File: src/sv/json_string_unescaper_core_assert.svh
// ----------------------------------------------------------------------------
// Assertion macros
// Shared concurrent assertion forms for the string unescaper.
// ----------------------------------------------------------------------------
`ifndef JSON_STRING_UNESCAPER_CORE_ASSERT_SVH
`define JSON_STRING_UNESCAPER_CORE_ASSERT_SVH

// same-cycle implication, checked outside reset
`define JSU_ASSERT_SAME(label, ante, cons, msg) \
  label: assert property (@(posedge clk) disable iff (rst) (ante) |-> (cons)) \
    else $error(msg);

// next-cycle implication, checked outside reset
`define JSU_ASSERT_NEXT(label, ante, cons, msg) \
  label: assert property (@(posedge clk) disable iff (rst) (ante) |=> (cons)) \
    else $error(msg);

`endif

File: src/sv/jsu_pkg.sv
// ----------------------------------------------------------------------------
// jsu_pkg
// Types, codes and helper functions of the JSON string unescaper.
// ----------------------------------------------------------------------------
package jsu_pkg;

  typedef enum logic [2:0] {
    MODE_IDLE,
    MODE_STR,
    MODE_UTF8,
    MODE_ESC,
    MODE_HEX,
    MODE_SUR_BS,
    MODE_SUR_U,
    MODE_HEX2
  } mode_t;

  localparam logic [1:0] KIND_DATA  = 2'd0;
  localparam logic [1:0] KIND_CLOSE = 2'd1;
  localparam logic [1:0] KIND_ERROR = 2'd2;

  localparam logic [3:0] ERR_UNTERMINATED = 4'd0;
  localparam logic [3:0] ERR_CONTROL      = 4'd1;
  localparam logic [3:0] ERR_BAD_UTF8     = 4'd2;
  localparam logic [3:0] ERR_BAD_HEX      = 4'd3;
  localparam logic [3:0] ERR_HIGH_NO_U    = 4'd4;
  localparam logic [3:0] ERR_NOT_LOW      = 4'd5;
  localparam logic [3:0] ERR_LONE_LOW     = 4'd6;
  localparam logic [3:0] ERR_BAD_ESCAPE   = 4'd7;
  localparam logic [3:0] ERR_END_ESCAPE   = 4'd8;

  localparam logic [7:0] CH_QUOTE  = 8'h22;
  localparam logic [7:0] CH_BSLASH = 8'h5C;
  localparam logic [7:0] CH_U      = 8'h75;
  localparam logic [7:0] CH_SPACE  = 8'h20;
  localparam logic [7:0] CONT_LO   = 8'h80;
  localparam logic [7:0] CONT_HI   = 8'hBF;

  localparam logic [15:0] SUR_HIGH_MIN = 16'hD800;
  localparam logic [15:0] SUR_HIGH_MAX = 16'hDBFF;
  localparam logic [15:0] SUR_LOW_MIN  = 16'hDC00;
  localparam logic [15:0] SUR_LOW_MAX  = 16'hDFFF;
  localparam logic [20:0] SUPP_BASE    = 21'h10000;

  localparam int MaxResults = 4;

  typedef struct packed {
    logic [7:0] out_byte;
    logic [1:0] kind;
    logic [3:0] error_code;
  } result_t;

  typedef struct packed {
    logic [2:0]                count;
    result_t [MaxResults-1:0]  res;
  } batch_t;

  function automatic result_t data_res(input logic [7:0] b);
    result_t r;
    r.out_byte   = b;
    r.kind       = KIND_DATA;
    r.error_code = ERR_UNTERMINATED;
    return r;
  endfunction

  function automatic batch_t single_batch(input logic [1:0] kind, input logic [3:0] code);
    batch_t bt;
    bt                   = '0;
    bt.count             = 3'd1;
    bt.res[0].kind       = kind;
    bt.res[0].error_code = code;
    return bt;
  endfunction

  // bit 4 set when the byte is a hex digit
  function automatic logic [4:0] hex_digit(input logic [7:0] c);
    logic [4:0] d;
    if (c inside {[8'h30:8'h39]}) begin
      d = {1'b1, c[3:0]};
    end else if (c inside {[8'h61:8'h66], [8'h41:8'h46]}) begin
      d = {1'b1, c[3:0] + 4'd9};
    end else begin
      d = '0;
    end
    return d;
  endfunction

  function automatic batch_t utf8_encode(input logic [20:0] cp);
    batch_t bt;
    bt = '0;
    if (cp < 21'h80) begin
      bt.count  = 3'd1;
      bt.res[0] = data_res(cp[7:0]);
    end else if (cp < 21'h800) begin
      bt.count  = 3'd2;
      bt.res[0] = data_res({3'b110, cp[10:6]});
      bt.res[1] = data_res({2'b10, cp[5:0]});
    end else if (cp < 21'h10000) begin
      bt.count  = 3'd3;
      bt.res[0] = data_res({4'b1110, cp[15:12]});
      bt.res[1] = data_res({2'b10, cp[11:6]});
      bt.res[2] = data_res({2'b10, cp[5:0]});
    end else begin
      bt.count  = 3'd4;
      bt.res[0] = data_res({5'b11110, cp[20:18]});
      bt.res[1] = data_res({2'b10, cp[17:12]});
      bt.res[2] = data_res({2'b10, cp[11:6]});
      bt.res[3] = data_res({2'b10, cp[5:0]});
    end
    return bt;
  endfunction

endpackage

File: src/sv/jsu_in_if.sv
// ----------------------------------------------------------------------------
// jsu_in_if
// Input channel: one text byte or an end-of-text mark per transaction.
// ----------------------------------------------------------------------------
interface jsu_in_if;
  logic       valid;
  logic       ready;
  logic [7:0] data_byte;
  logic       end_of_text;

  modport source (output valid, output data_byte, output end_of_text, input ready);
  modport sink   (input valid, input data_byte, input end_of_text, output ready);
endinterface

File: src/sv/jsu_out_if.sv
// ----------------------------------------------------------------------------
// jsu_out_if
// Output channel: one decoded result per transaction.
// ----------------------------------------------------------------------------
interface jsu_out_if;
  logic       valid;
  logic       ready;
  logic [7:0] out_byte;
  logic [1:0] kind;
  logic [3:0] error_code;
  logic       last;

  modport source (output valid, output out_byte, output kind, output error_code,
                  output last, input ready);
  modport sink   (input valid, input out_byte, input kind, input error_code,
                  input last, output ready);
endinterface

File: src/sv/jsu_step.sv
// ----------------------------------------------------------------------------
// jsu_step
// Decoder state and the per-byte step: produces the batch of results.
// ----------------------------------------------------------------------------
module jsu_step
  import jsu_pkg::*;
(
  input  logic       clk,
  input  logic       rst,
  input  logic       step,
  input  logic [7:0] data_byte,
  input  logic       end_of_text,
  output batch_t     batch
);

  mode_t       mode, mode_next;
  logic [1:0]  hex_count, hex_count_next;
  logic [15:0] hex_value, hex_value_next;
  logic [9:0]  high_sur, high_sur_next;
  logic [7:0]  seq_bytes [3];
  logic [1:0]  seq_rem, seq_rem_next;
  logic [1:0]  seq_filled, seq_filled_next;
  logic [7:0]  low_bound, low_bound_next;
  logic [7:0]  high_bound, high_bound_next;
  logic        seq_wr;
  logic [1:0]  seq_wr_idx;

  logic [4:0]  hd;
  logic [15:0] hv;
  logic [1:0]  lead_rem;
  logic [7:0]  lead_lo, lead_hi;

  assign hd = hex_digit(data_byte);
  assign hv = {hex_value[11:0], hd[3:0]};

  always_comb begin
    lead_rem = 2'd0;
    lead_lo  = CONT_LO;
    lead_hi  = CONT_HI;
    if (data_byte inside {[8'hC2:8'hDF]}) begin
      lead_rem = 2'd1;
    end else if (data_byte == 8'hE0) begin
      lead_rem = 2'd2;
      lead_lo  = 8'hA0;
    end else if (data_byte == 8'hED) begin
      lead_rem = 2'd2;
      lead_hi  = 8'h9F;
    end else if (data_byte inside {[8'hE1:8'hEF]}) begin
      lead_rem = 2'd2;
    end else if (data_byte == 8'hF0) begin
      lead_rem = 2'd3;
      lead_lo  = 8'h90;
    end else if (data_byte inside {[8'hF1:8'hF3]}) begin
      lead_rem = 2'd3;
    end else if (data_byte == 8'hF4) begin
      lead_rem = 2'd3;
      lead_hi  = 8'h8F;
    end
  end

  always_comb begin
    logic go_idle;
    go_idle          = 1'b0;
    mode_next        = mode;
    hex_count_next   = hex_count;
    hex_value_next   = hex_value;
    high_sur_next    = high_sur;
    seq_rem_next     = seq_rem;
    seq_filled_next  = seq_filled;
    low_bound_next   = low_bound;
    high_bound_next  = high_bound;
    seq_wr           = 1'b0;
    seq_wr_idx       = seq_filled;
    batch            = '0;

    if (end_of_text) begin
      case (mode)
        MODE_IDLE: ;
        MODE_STR: begin
          batch   = single_batch(KIND_ERROR, ERR_UNTERMINATED);
          go_idle = 1'b1;
        end
        MODE_UTF8: begin
          batch   = single_batch(KIND_ERROR, ERR_BAD_UTF8);
          go_idle = 1'b1;
        end
        MODE_ESC: begin
          batch   = single_batch(KIND_ERROR, ERR_END_ESCAPE);
          go_idle = 1'b1;
        end
        MODE_HEX, MODE_HEX2: begin
          batch   = single_batch(KIND_ERROR, ERR_BAD_HEX);
          go_idle = 1'b1;
        end
        MODE_SUR_BS, MODE_SUR_U: begin
          batch   = single_batch(KIND_ERROR, ERR_HIGH_NO_U);
          go_idle = 1'b1;
        end
        default: go_idle = 1'b1;
      endcase
    end else begin
      case (mode)
        MODE_IDLE: begin
          if (data_byte == CH_QUOTE) mode_next = MODE_STR;
        end
        MODE_STR: begin
          if (data_byte == CH_QUOTE) begin
            batch   = single_batch(KIND_CLOSE, ERR_UNTERMINATED);
            go_idle = 1'b1;
          end else if (data_byte == CH_BSLASH) begin
            mode_next = MODE_ESC;
          end else if (data_byte < CH_SPACE) begin
            batch   = single_batch(KIND_ERROR, ERR_CONTROL);
            go_idle = 1'b1;
          end else if (!data_byte[7]) begin
            batch.count  = 3'd1;
            batch.res[0] = data_res(data_byte);
          end else if (lead_rem == 2'd0) begin
            batch   = single_batch(KIND_ERROR, ERR_BAD_UTF8);
            go_idle = 1'b1;
          end else begin
            seq_wr          = 1'b1;
            seq_wr_idx      = 2'd0;
            seq_filled_next = 2'd1;
            seq_rem_next    = lead_rem;
            low_bound_next  = lead_lo;
            high_bound_next = lead_hi;
            mode_next       = MODE_UTF8;
          end
        end
        MODE_UTF8: begin
          if (data_byte < low_bound || data_byte > high_bound) begin
            batch   = single_batch(KIND_ERROR, ERR_BAD_UTF8);
            go_idle = 1'b1;
          end else begin
            low_bound_next  = CONT_LO;
            high_bound_next = CONT_HI;
            seq_rem_next    = seq_rem - 2'd1;
            if (seq_rem != 2'd1) begin
              seq_wr          = (seq_filled != 2'd3);
              seq_filled_next = seq_filled + 2'd1;
            end else begin
              for (int i = 0; i < 3; i++) begin
                if (2'(i) < seq_filled) batch.res[i] = data_res(seq_bytes[i]);
              end
              batch.res[seq_filled] = data_res(data_byte);
              batch.count           = {1'b0, seq_filled} + 3'd1;
              seq_filled_next       = 2'd0;
              mode_next             = MODE_STR;
            end
          end
        end
        MODE_ESC: begin
          mode_next   = MODE_STR;
          batch.count = 3'd1;
          case (data_byte)
            8'h22:   batch.res[0] = data_res(8'h22);
            8'h5C:   batch.res[0] = data_res(8'h5C);
            8'h2F:   batch.res[0] = data_res(8'h2F);
            8'h62:   batch.res[0] = data_res(8'h08);
            8'h66:   batch.res[0] = data_res(8'h0C);
            8'h6E:   batch.res[0] = data_res(8'h0A);
            8'h72:   batch.res[0] = data_res(8'h0D);
            8'h74:   batch.res[0] = data_res(8'h09);
            CH_U: begin
              batch          = '0;
              hex_count_next = 2'd0;
              hex_value_next = 16'd0;
              mode_next      = MODE_HEX;
            end
            default: begin
              batch   = single_batch(KIND_ERROR, ERR_BAD_ESCAPE);
              go_idle = 1'b1;
            end
          endcase
        end
        MODE_HEX, MODE_HEX2: begin
          if (!hd[4]) begin
            batch   = single_batch(KIND_ERROR, ERR_BAD_HEX);
            go_idle = 1'b1;
          end else begin
            hex_value_next = hv;
            hex_count_next = hex_count + 2'd1;
            if (hex_count == 2'd3) begin
              if (mode == MODE_HEX) begin
                if (hv inside {[SUR_HIGH_MIN:SUR_HIGH_MAX]}) begin
                  high_sur_next = hv[9:0];
                  mode_next     = MODE_SUR_BS;
                end else if (hv inside {[SUR_LOW_MIN:SUR_LOW_MAX]}) begin
                  batch   = single_batch(KIND_ERROR, ERR_LONE_LOW);
                  go_idle = 1'b1;
                end else begin
                  batch     = utf8_encode({5'd0, hv});
                  mode_next = MODE_STR;
                end
              end else begin
                if (hv inside {[SUR_LOW_MIN:SUR_LOW_MAX]}) begin
                  batch     = utf8_encode(SUPP_BASE + {1'b0, high_sur, hv[9:0]});
                  mode_next = MODE_STR;
                end else begin
                  batch   = single_batch(KIND_ERROR, ERR_NOT_LOW);
                  go_idle = 1'b1;
                end
              end
            end
          end
        end
        MODE_SUR_BS: begin
          if (data_byte == CH_BSLASH) begin
            mode_next = MODE_SUR_U;
          end else begin
            batch   = single_batch(KIND_ERROR, ERR_HIGH_NO_U);
            go_idle = 1'b1;
          end
        end
        MODE_SUR_U: begin
          if (data_byte == CH_U) begin
            hex_count_next = 2'd0;
            hex_value_next = 16'd0;
            mode_next      = MODE_HEX2;
          end else begin
            batch   = single_batch(KIND_ERROR, ERR_HIGH_NO_U);
            go_idle = 1'b1;
          end
        end
        default: go_idle = 1'b1;
      endcase
    end

    if (go_idle) begin
      mode_next       = MODE_IDLE;
      hex_count_next  = 2'd0;
      hex_value_next  = 16'd0;
      seq_rem_next    = 2'd0;
      seq_filled_next = 2'd0;
      low_bound_next  = CONT_LO;
      high_bound_next = CONT_HI;
    end
  end

  always_ff @(posedge clk) begin
    if (rst) begin
      mode       <= MODE_IDLE;
      hex_count  <= 2'd0;
      hex_value  <= 16'd0;
      high_sur   <= 10'd0;
      seq_rem    <= 2'd0;
      seq_filled <= 2'd0;
      low_bound  <= CONT_LO;
      high_bound <= CONT_HI;
    end else if (step) begin
      mode       <= mode_next;
      hex_count  <= hex_count_next;
      hex_value  <= hex_value_next;
      high_sur   <= high_sur_next;
      seq_rem    <= seq_rem_next;
      seq_filled <= seq_filled_next;
      low_bound  <= low_bound_next;
      high_bound <= high_bound_next;
    end
  end

  always_ff @(posedge clk) begin
    if (step && seq_wr && seq_wr_idx != 2'd3) begin
      seq_bytes[seq_wr_idx] <= data_byte;
    end
  end

endmodule

File: src/sv/jsu_emit.sv
// ----------------------------------------------------------------------------
// jsu_emit
// Result register: holds one batch and sends it out one transaction a cycle while the receiver is ready.
// ----------------------------------------------------------------------------
module jsu_emit
  import jsu_pkg::*;
(
  input  logic          clk,
  input  logic          rst,
  input  logic          load,
  input  batch_t        batch,
  output logic          room,
  jsu_out_if.source     out_ch
);

  result_t [MaxResults-1:0] res;
  logic [2:0]               cnt;
  logic [1:0]               idx;
  logic                     is_last;
  logic                     fire;

  assign is_last = ({1'b0, idx} == cnt - 3'd1);
  assign fire    = out_ch.valid && out_ch.ready;
  assign room    = (cnt == 3'd0) || (fire && is_last);

  assign out_ch.valid      = (cnt != 3'd0);
  assign out_ch.out_byte   = res[idx].out_byte;
  assign out_ch.kind       = res[idx].kind;
  assign out_ch.error_code = res[idx].error_code;
  assign out_ch.last       = is_last;

  always_ff @(posedge clk) begin
    if (rst) begin
      cnt <= 3'd0;
      idx <= 2'd0;
    end else if (load && room) begin
      cnt <= batch.count;
      idx <= 2'd0;
    end else if (fire) begin
      if (is_last) begin
        cnt <= 3'd0;
        idx <= 2'd0;
      end else begin
        idx <= idx + 2'd1;
      end
    end
  end

  always_ff @(posedge clk) begin
    if (load && room) begin
      res <= batch.res;
    end
  end

endmodule

File: src/sv/json_string_unescaper_core.sv
// ----------------------------------------------------------------------------
// json_string_unescaper_core
// Path: input register, then the combinational decode step, then the result register.
// Throughput: one byte per cycle while the result register has room; after a byte that
// yields k results the next byte waits in the input register until the last one is taken.
// Reset: synchronous, active high; returns the decoder to idle, outside strings.
// ----------------------------------------------------------------------------
`include "json_string_unescaper_core_assert.svh"

module json_string_unescaper_core
  import jsu_pkg::*;
(
  input  logic      clk,
  input  logic      rst,
  jsu_in_if.sink    in_ch,
  jsu_out_if.source out_ch
);

  logic       in_valid_q;
  logic [7:0] in_byte_q;
  logic       in_eot_q;
  logic       room;
  logic       consume;
  batch_t     batch;

  assign consume     = in_valid_q && room;
  assign in_ch.ready = !in_valid_q || room;

  always_ff @(posedge clk) begin
    if (rst) begin
      in_valid_q <= 1'b0;
    end else if (in_ch.ready) begin
      in_valid_q <= in_ch.valid;
    end
  end

  always_ff @(posedge clk) begin
    if (in_ch.valid && in_ch.ready) begin
      in_byte_q <= in_ch.data_byte;
      in_eot_q  <= in_ch.end_of_text;
    end
  end

  jsu_step u_step (
    .clk         (clk),
    .rst         (rst),
    .step        (consume),
    .data_byte   (in_byte_q),
    .end_of_text (in_eot_q),
    .batch       (batch)
  );

  jsu_emit u_emit (
    .clk    (clk),
    .rst    (rst),
    .load   (consume),
    .batch  (batch),
    .room   (room),
    .out_ch (out_ch)
  );

  `JSU_ASSERT_SAME(a_batch_bound, consume, batch.count <= 3'd4, "batch exceeds four results")
  `JSU_ASSERT_NEXT(a_batch_shown, consume && batch.count != 3'd0, out_ch.valid, "batch not presented")
  `JSU_ASSERT_SAME(a_end_is_last, out_ch.valid && out_ch.kind != KIND_DATA, out_ch.last, "close or error not last")

endmodule

File: src/flat_wrapper.sv
// flat-port wrapper written by rule: the top's interface ports become plain ports
module json_string_unescaper_core_flat import jsu_pkg::*;
  (clk, rst, in_ch_valid, in_ch_data_byte, in_ch_end_of_text, in_ch_ready, out_ch_valid, out_ch_out_byte, out_ch_kind, out_ch_error_code, out_ch_last, out_ch_ready);
  jsu_in_if in_ch_i ();
  jsu_out_if out_ch_i ();
  input  logic clk;
  input  logic rst;
  input wire logic [$bits(in_ch_i.valid)-1:0] in_ch_valid;
  input wire logic [$bits(in_ch_i.data_byte)-1:0] in_ch_data_byte;
  input wire logic [$bits(in_ch_i.end_of_text)-1:0] in_ch_end_of_text;
  output wire logic [$bits(in_ch_i.ready)-1:0] in_ch_ready;
  output wire logic [$bits(out_ch_i.valid)-1:0] out_ch_valid;
  output wire logic [$bits(out_ch_i.out_byte)-1:0] out_ch_out_byte;
  output wire logic [$bits(out_ch_i.kind)-1:0] out_ch_kind;
  output wire logic [$bits(out_ch_i.error_code)-1:0] out_ch_error_code;
  output wire logic [$bits(out_ch_i.last)-1:0] out_ch_last;
  input wire logic [$bits(out_ch_i.ready)-1:0] out_ch_ready;
  assign in_ch_i.valid = in_ch_valid;
  assign in_ch_i.data_byte = in_ch_data_byte;
  assign in_ch_i.end_of_text = in_ch_end_of_text;
  assign in_ch_ready = in_ch_i.ready;
  assign out_ch_valid = out_ch_i.valid;
  assign out_ch_out_byte = out_ch_i.out_byte;
  assign out_ch_kind = out_ch_i.kind;
  assign out_ch_error_code = out_ch_i.error_code;
  assign out_ch_last = out_ch_i.last;
  assign out_ch_i.ready = out_ch_ready;
  json_string_unescaper_core u_core (.clk(clk), .rst(rst), .in_ch(in_ch_i), .out_ch(out_ch_i));
endmodule
File: config.mk
export PLATFORM = sky130hd
export DESIGN_NAME = json_string_unescaper_core_flat
export DESIGN_NICKNAME = d
export VERILOG_FILES = /design/src/sv/jsu_pkg.sv /design/src/sv/jsu_in_if.sv /design/src/sv/jsu_out_if.sv /design/src/sv/jsu_step.sv /design/src/sv/jsu_emit.sv /design/src/sv/json_string_unescaper_core.sv /design/src/flat_wrapper.sv
export VERILOG_INCLUDE_DIRS = /design/src /design/src/sv
export SDC_FILE = /design/constraint.sdc
export NUM_CORES = 1
export LEC_CHECK = 0
export ABC_AREA = 1
export BUFFER_PORTS_ARGS = -buffer_cell sky130_fd_sc_hd__buf_4
export CORE_ASPECT_RATIO = 1.4
export CORE_MARGIN = 10
export CORE_UTILIZATION = 25
export DETAILED_ROUTE_END_ITERATION = 8
export GPL_TIMING_DRIVEN = 0
export HOLD_SLACK_MARGIN = 0.05
export MAX_ROUTING_LAYER = met4
export SLEW_MARGIN = 25
export SYNTH_ARGS = -nofsm -noshare
export SYNTH_HDL_FRONTEND = slang
export SYNTH_SLANG_ARGS = --single-unit
File: constraint.sdc
create_clock -name clk -period 9.3 [get_ports clk]
set_clock_uncertainty 0.15 [all_clocks]
set_input_delay 0 -clock clk [delete_from_list [all_inputs] [get_ports clk]]
set_output_delay 0 -clock clk [all_outputs]
set_load 0.005 [all_outputs]
## Word level (Yosys, flattened, before mapping)

Memory sizes are Yosys's and may differ from the RTL's.
Index checks and enable logic that the tools add are counted.
W data, S select, Z words.

- Add/subtract/negate cells: 8
- Reductions and logical operators: 40
- Bitwise operators: 1
- Div/mod/pow operators: 0
- Multipliers: 0
- Shift operators: 0
- Equality and inequality tests: 44
- $lt $le $gt $ge: 30
- Multiplexer cells: 185

Operator list:

| operator | number |
|---|---|
| $mux W59 | 12 |
| $pmux W59 S6 | 1 |
| $mux W14 | 22 |
| $pmux W57 S5 | 1 |
| $mux W57 | 3 |
| $mux W8 | 16 |
| $pmux W13 S9 | 1 |
| $mux W28 | 3 |
| $mux W42 | 2 |
| $mux W3 | 27 |
| $mux W2 | 36 |
| $bwmux W56 | 1 |
| $eq A8 B7 Y1 const B | 7 |
| $mux W6 | 9 |
| $mux W12 | 4 |
| $mux W43 | 1 |
| $mux W40 | 1 |
| $ne A3 B3 Y1 const B | 11 |
| $eq A8 B8 Y1 const B | 4 |
| $ge A16 B16 Y1 const B | 2 |
| $le A16 B16 Y1 const B | 2 |
| $pmux W8 S2 | 2 |
| $bmux W14 S2 | 1 |
| $demux W14 S2 | 1 |
| 61 further kinds | 138 |

- Memories kept: 1
- Bits in read-only memories: 0
- Input port bits: 13
- RAM bits: 24
- Bits in registers: 118
- Output and inout bits: 17
- Latch bits: 0

Memories:

| memory | depth | bits a word | read ports | clocked after Yosys merged registers in | wr ports | line | source |
|---|---|---|---|---|---|---|---|
| u_core.u_step.seq_bytes | 3 | 8 | 3 | 0 | 1 | jsu_step.sv:20 | `logic [7:0] seq_bytes [3];` |

## Longest topological paths before layout

- Depth after elaboration: 20
- Depth in mapped cells: 19

## Modules after synthesis

Synthesis repeated with hierarchy kept, for this count alone.

- Cell total of the unflattened synthesis: 1,057
- Area, all modules: 8,096.5 um2

Modules (own cells, without submodules):

| module | cells an instance | area an instance (um2) | instances | seq. area each (um2) |
|---|---|---|---|---|
| jsu_step | 856 | 5,361.4 | 1 | 1,421.4 |
| jsu_emit | 184 | 2,409.8 | 1 | 1,781.7 |
| json_string_unescaper_core | 17 | 325.3 | 1 | 290.3 |

## Worst setup path before layout

No wires, ideal clock.

- Path type: register to register
- Start: register u_core.u_emit.cnt[0]
- End: memory u_core.u_step.seq_bytes[1][0], enable pin
- Path slack: 5.758 ns
- Clock period less this slack: 3.542 ns
- Stages on the path, launching flop included: 13
- Setup time: 0.383 ns
- Arrival: 3.009 ns
- Cells stage by stage: dfxtp_1 inv_1 ha_1 xnor2_1 nor2_2 inv_2 nor2_2 inv_2 nand2_1 nand2_2 inv_1 nand3_1 nor3_1

- Longest elaborated chain between the ends: 9
- Elaborated cells between the ends (all ways): 12

RTL lines:

| element | line | source |
|---|---|---|
| start: declaration | jsu_emit.sv:17 | `logic [2:0] cnt;` |
| start signal: assignment | jsu_emit.sv:37 | `cnt <= batch.count;` |
| $sub A3 B1 Y3 | jsu_emit.sv:22 | `assign is_last = ({1'b0, idx} == cnt - 3'd1);` |
| $eq A2 B3 Y1 | jsu_emit.sv:22 |  |
| named net out_ch_last | flat_wrapper.sv:16 | `output wire logic [$bits(out_ch_i.last)-1:0] out_ch_last;` |
| $logic_and A1 B1 Y1 | jsu_emit.sv:24 | `assign room = (cnt == 3'd0) \|\| (fire && is_last);` |
| $logic_or A1 B1 Y1 | jsu_emit.sv:24 |  |
| $logic_and A1 B1 Y1 | json_string_unescaper_core.sv:26 | `assign consume = in_valid_q && room;` |
| $logic_and A1 B1 Y1 (2 in series) | jsu_step.sv:264 | `if (step && seq_wr && seq_wr_idx != 2'd3) begin` |
| $mux W1 | jsu_step.sv:264 |  |
| $mux W1 (not written as such) | jsu_step.sv:265 | `seq_bytes[seq_wr_idx] <= data_byte;` |
| end: declaration | jsu_step.sv:20 |  |

The timed path passes the listed nets, and every way through them passes these cells.

## Worst setup path in the final report

- Start: register u_core.in_byte_q[1]
- End: register u_core.u_emit.res[37] in the netlist's numbering (data pin)

- Longest elaborated chain between the ends: 16
- Elaborated cells between the ends (all ways): 48

RTL lines:

| element | line | source |
|---|---|---|
| start: declaration | json_string_unescaper_core.sv:20 | `logic [7:0] in_byte_q;` |
| start signal: assignment | json_string_unescaper_core.sv:39 | `in_byte_q <= in_ch.data_byte;` |
| $ge A8 B7 Y1 or $le A8 B7 Y1 (tied branches) | jsu_pkg.sv:80 | `end else if (c inside {[8'h61:8'h66], [8'h41:8'h46]}) begin` |
| $logic_and A1 B1 Y1 | jsu_pkg.sv:80 |  |
| $reduce_bool A2 Y1 | jsu_pkg.sv:80 |  |
| $mux W5 | jsu_pkg.sv:80 |  |
| $mux W5 | jsu_pkg.sv:78 | `if (c inside {[8'h30:8'h39]}) begin` |
| $add A17 B20 Y21 | jsu_step.sv:198 | `batch = utf8_encode(SUPP_BASE + {1'b0, high_sur, hv[9:0]});` |
| $lt A21 B17 Y1 | jsu_pkg.sv:98 | `end else if (cp < 21'h10000) begin` |
| $mux W40 | jsu_pkg.sv:98 |  |
| $mux W28 | jsu_pkg.sv:94 | `end else if (cp < 21'h800) begin` |
| $mux W42 | jsu_pkg.sv:91 | `if (cp < 21'h80) begin` |
| $mux W59 | jsu_step.sv:197 | `if (hv inside {[SUR_LOW_MIN:SUR_LOW_MAX]}) begin` |
| $mux W59 | jsu_step.sv:185 | `if (mode == MODE_HEX) begin` |
| $mux W59 | jsu_step.sv:184 | `if (hex_count == 2'd3) begin` |
| $mux W59 | jsu_step.sv:178 | `if (!hd[4]) begin` |
| $pmux W59 S6 * | jsu_step.sv:102 | `case (mode)` |
| $mux W59 * | jsu_step.sv:76 | `if (end_of_text) begin` |
| end signal: assignment | jsu_emit.sv:51 | `res <= batch.res;` |
| end: declaration | jsu_emit.sv:16 | `result_t [MaxResults-1:0] res;` |

Every way passes the cells marked *; elsewhere a longest branch is shown, timed or not.
A chain may end at the register's enable or synchronous reset.

==> results.sh <==
export IMPL_cp_max_fo=11
export IMPL_die_area_um2=36400
export IMPL_ys_types=52
export IMPL_core_area_um2=28500
export IMPL_period_minus_slack_ns=3.67
export IMPL_clk_pin_slew_worst_paths_ns=0.08
export IMPL_multi_input_area_um2=3710
export IMPL_clkLatencyLatePin_ns=0.38
export IMPL_vdd_drop_max_mv=0.0746
export IMPL_drv_cap=0
export IMPL_fillers=3107
export IMPL_cts_buffer_depth=2
export IMPL_async_reset_ff_share_pct=0
export IMPL_grt_usage_pct=13.9
export IMPL_crit_arrival_ns=3.62
export IMPL_post_synth_top_count_cell="nand2_1"
export IMPL_drive_gt1_share_pct=11.9
export IMPL_power_density_nw_per_um2=123
export IMPL_gp_congestion=0.955
export IMPL_via_per_inst=4.97
export IMPL_max_freq_mhz=272
export IMPL_grt_overflow_total=0
export IMPL_route_detailed_drc=0
export IMPL_drtAntennaViolNets=0
export IMPL_synth_seq_cells=112
export IMPL_switching_power_uw=280
export IMPL_dr_first_iter_drc_count=550
export IMPL_cts_resized=0
export IMPL_ff2ff_setup_slack_ns=5.63
export IMPL_cts_sink_count=112
export IMPL_cts_tree="done"
export IMPL_areaGrowthSynthToFinish_pct=15.6
export IMPL_power_share_switching_pct=27.0
export IMPL_combinationalPowerShare_pct=8.3
export IMPL_status="finished clean"
export IMPL_cts_setup_buffers=0
export IMPL_port_buffers=28
export IMPL_dp_hpwl_um=19200
export IMPL_yosys_area_top_type="edfxtp_1"
export IMPL_crit_path_start_kind="flop"
export IMPL_io_pins=30
export IMPL_avgSynthCellArea_um2=7.45
export IMPL_final_period_utilization_pct=39.5
export IMPL_synth_area_um2=7270
export IMPL_cp_required_ns=9.25
export IMPL_initial_core_util_pct=25.5
export IMPL_rr_worst_depth=11
export IMPL_clock_tree_root_cell="clkbuf_16"
export IMPL_syn_inst=976
export IMPL_nNetsFinal=1059
export IMPL_grt_pass1_wl_um=38500
export IMPL_die_h_um=222
export IMPL_syn_nets=1007
export IMPL_yosysSeqAreaShare_pct=40.6
export IMPL_wl_per_cell_um=17.6
export IMPL_relSlewSlack_pct=42.6
export IMPL_via_count=6999
export IMPL_r2r_start="u_core.in_byte_q[1]"
export IMPL_setup_tns_ns=0
export IMPL_drt_pass1_iter_count=7
export IMPL_worst_slew_pin_slew_ns=0.856
export IMPL_synth_top_area_share_pct=29.3
export IMPL_startpoint="u_core.in_byte_q[1]"
export IMPL_antennaDiodeCount=0
export IMPL_cts_made_buffers=9
export IMPL_report_final_slew_viol_count=0
export IMPL_antenna_found_initial=0
export IMPL_seq_power_share_pct=52.6
export IMPL_rsz0062_at_grt="false"
export IMPL_setup_viol=0
export IMPL_rows=73
export IMPL_cp_end_kind="flop"
export IMPL_crit_end="u_core.u_emit.res[37]"
export IMPL_register_area_um2=2950
export IMPL_p_leak_uw=0.00329
export IMPL_synth_common_cells="nand2_1 (225), nor2_1 (112), inv_1 (94)"
export IMPL_synth_edf_count=71
export IMPL_p_int_uw=756
export IMPL_rr_endpoint="u_core.u_emit.res[37]"
export IMPL_h_tree_depth=3
export IMPL_dieWidth_um=164
export IMPL_synthFlopType="edfxtp_1"
export IMPL_yosysWarnings=0
export IMPL_hold_buffers=12
export IMPL_crit_type="flop to flop"
export IMPL_fin_util_pct=29.5
export IMPL_hold_path_class="primary input to flop"
export IMPL_grt_pass1_vias=6874
export IMPL_synth_area_top_cells="edfxtp_1 (29%), nand2_1 (12%), dfxtp_1 (11%)"
export IMPL_grt_max_degree=37
export IMPL_routed_wl_um=24800
export IMPL_p_clk_share_pct=39.0
export IMPL_report_final_hold_viol_count=0
metal layers:
layer	vias up	routed length (um)	global-route usage, %	share of wire (%)
met3	75	1010	1.82	4.1
li1	3434	-	-	-
met1	3258	9800	14.7	39
met5	-	0	-	0
met4	0	1470	9.05	5.9
met2	232	12500	23.6	51
stage by stage:
stage	setup WS [ns]	hold slack [ns]	total power [uW]	cells	area [um^2]
CTS	5.54	0.165	1050	1408	8390
global placement	4.85	0.0299	637	1379	7950
detailed placement	5.55	0.0298	638	1380	7970
global route	5.41	0.189	1070	1408	8400
floorplan	5.76	-0.0511	604	976	7270
finish	5.63	0.184	1040	1408	8400
critical path, cell delays in order (launching register included):
cell	delay [ns]
edfxtp_1	0.64
inv_1	0.23
ha_1	0.26
inv_1	0.13
nand2_1	0.07
o21ai_1	0.39
o21ai_0	0.20
xor2_1	0.23
nand2_1	0.32
inv_1	0.11
o2111ai_1	0.51
a21oi_1	0.15
logic make-up (layout without fill, tap and decap cells):
logic type / after synthesis / after routing / synth area share, %
compound gates: 228 / 228 / 18.6
flops: 112 / 112 / 40.6
xor+xnor: 7 / 7 / 0.844
buf+inv: 147 / 204 / 8.51
other cells: 1 / 1 / 0.0516
fa+ha+maj: 18 / 18 / 3.10
simple gates: 463 / 463 / 28.3
how the worst min path moves through the flow:
stage | start | endpoint | cells after the start
floorplan | in_ch_data_byte[0] | u_core.in_byte_q[0] | 0
global placement | in_ch_data_byte[7] | u_core.in_byte_q[7] | 1
detailed placement | in_ch_data_byte[7] | u_core.in_byte_q[7] | 1
CTS | in_ch_data_byte[0] | u_core.in_byte_q[0] | 2
global route | in_ch_data_byte[2] | u_core.in_byte_q[2] | 2
finish | in_ch_data_byte[2] | u_core.in_byte_q[2] | 2
placed cells by master (no fill, tap or decap), drive strengths merged, types with 7 or more instances in the layout:
master	n
o22ai	21
inv	113
a21oi	75
a211oi	7
nand3	62
nor3	14
buf	45
edfxtp	71
o211ai	27
nand2	235
ha	18
nor2	137
a31oi	7
clkbuf	32
nand4	11
dlygate4sd3	12
o21ai	70
dfxtp	41
flip-flops by register name, summed over array words and instances (netlist names):
signal and cells:
u_core.u_emit.cnt 3, u_core.u_step.high_bound 2, u_core.in_valid_q 1, u_core.u_step.high_sur 10
u_core.u_step.low_bound 2, u_core.u_step.hex_value 12, u_core.u_emit.res 38, u_core.u_step.seq_bytes 24
u_core.u_emit.idx 2, u_core.u_step.seq_filled 2, u_core.in_eot_q 1, u_core.u_step.hex_count 2
u_core.u_step.mode 3, u_core.u_step.seq_rem 2, u_core.in_byte_q 8
area by class of cell:
cell class	instances	share of cell area, %
timing repair buffer	41	4.17
clock buffer	9	2.68
clock inverter	7	0.909
buffer	39	2.50
tap	375	5.59
sequential	112	35.2
inverter	108	4.86
multi-input combinational	717	44.1
power groups by stage:
stage / registers [uW] / clock network [uW] / logic (uW)
2_1_floorplan: 552 / 0 / 51.9
3_3_place_gp: 557 / 0 / 79.9
3_5_place_dp: 557 / 0 / 81.1
4_1_cts: 546 / 418 / 85.4
5_1_grt: 547 / 429 / 94.6
6_report: 545 / 404 / 86.3
No activity file was read; power rests on OpenSTA's default activity.
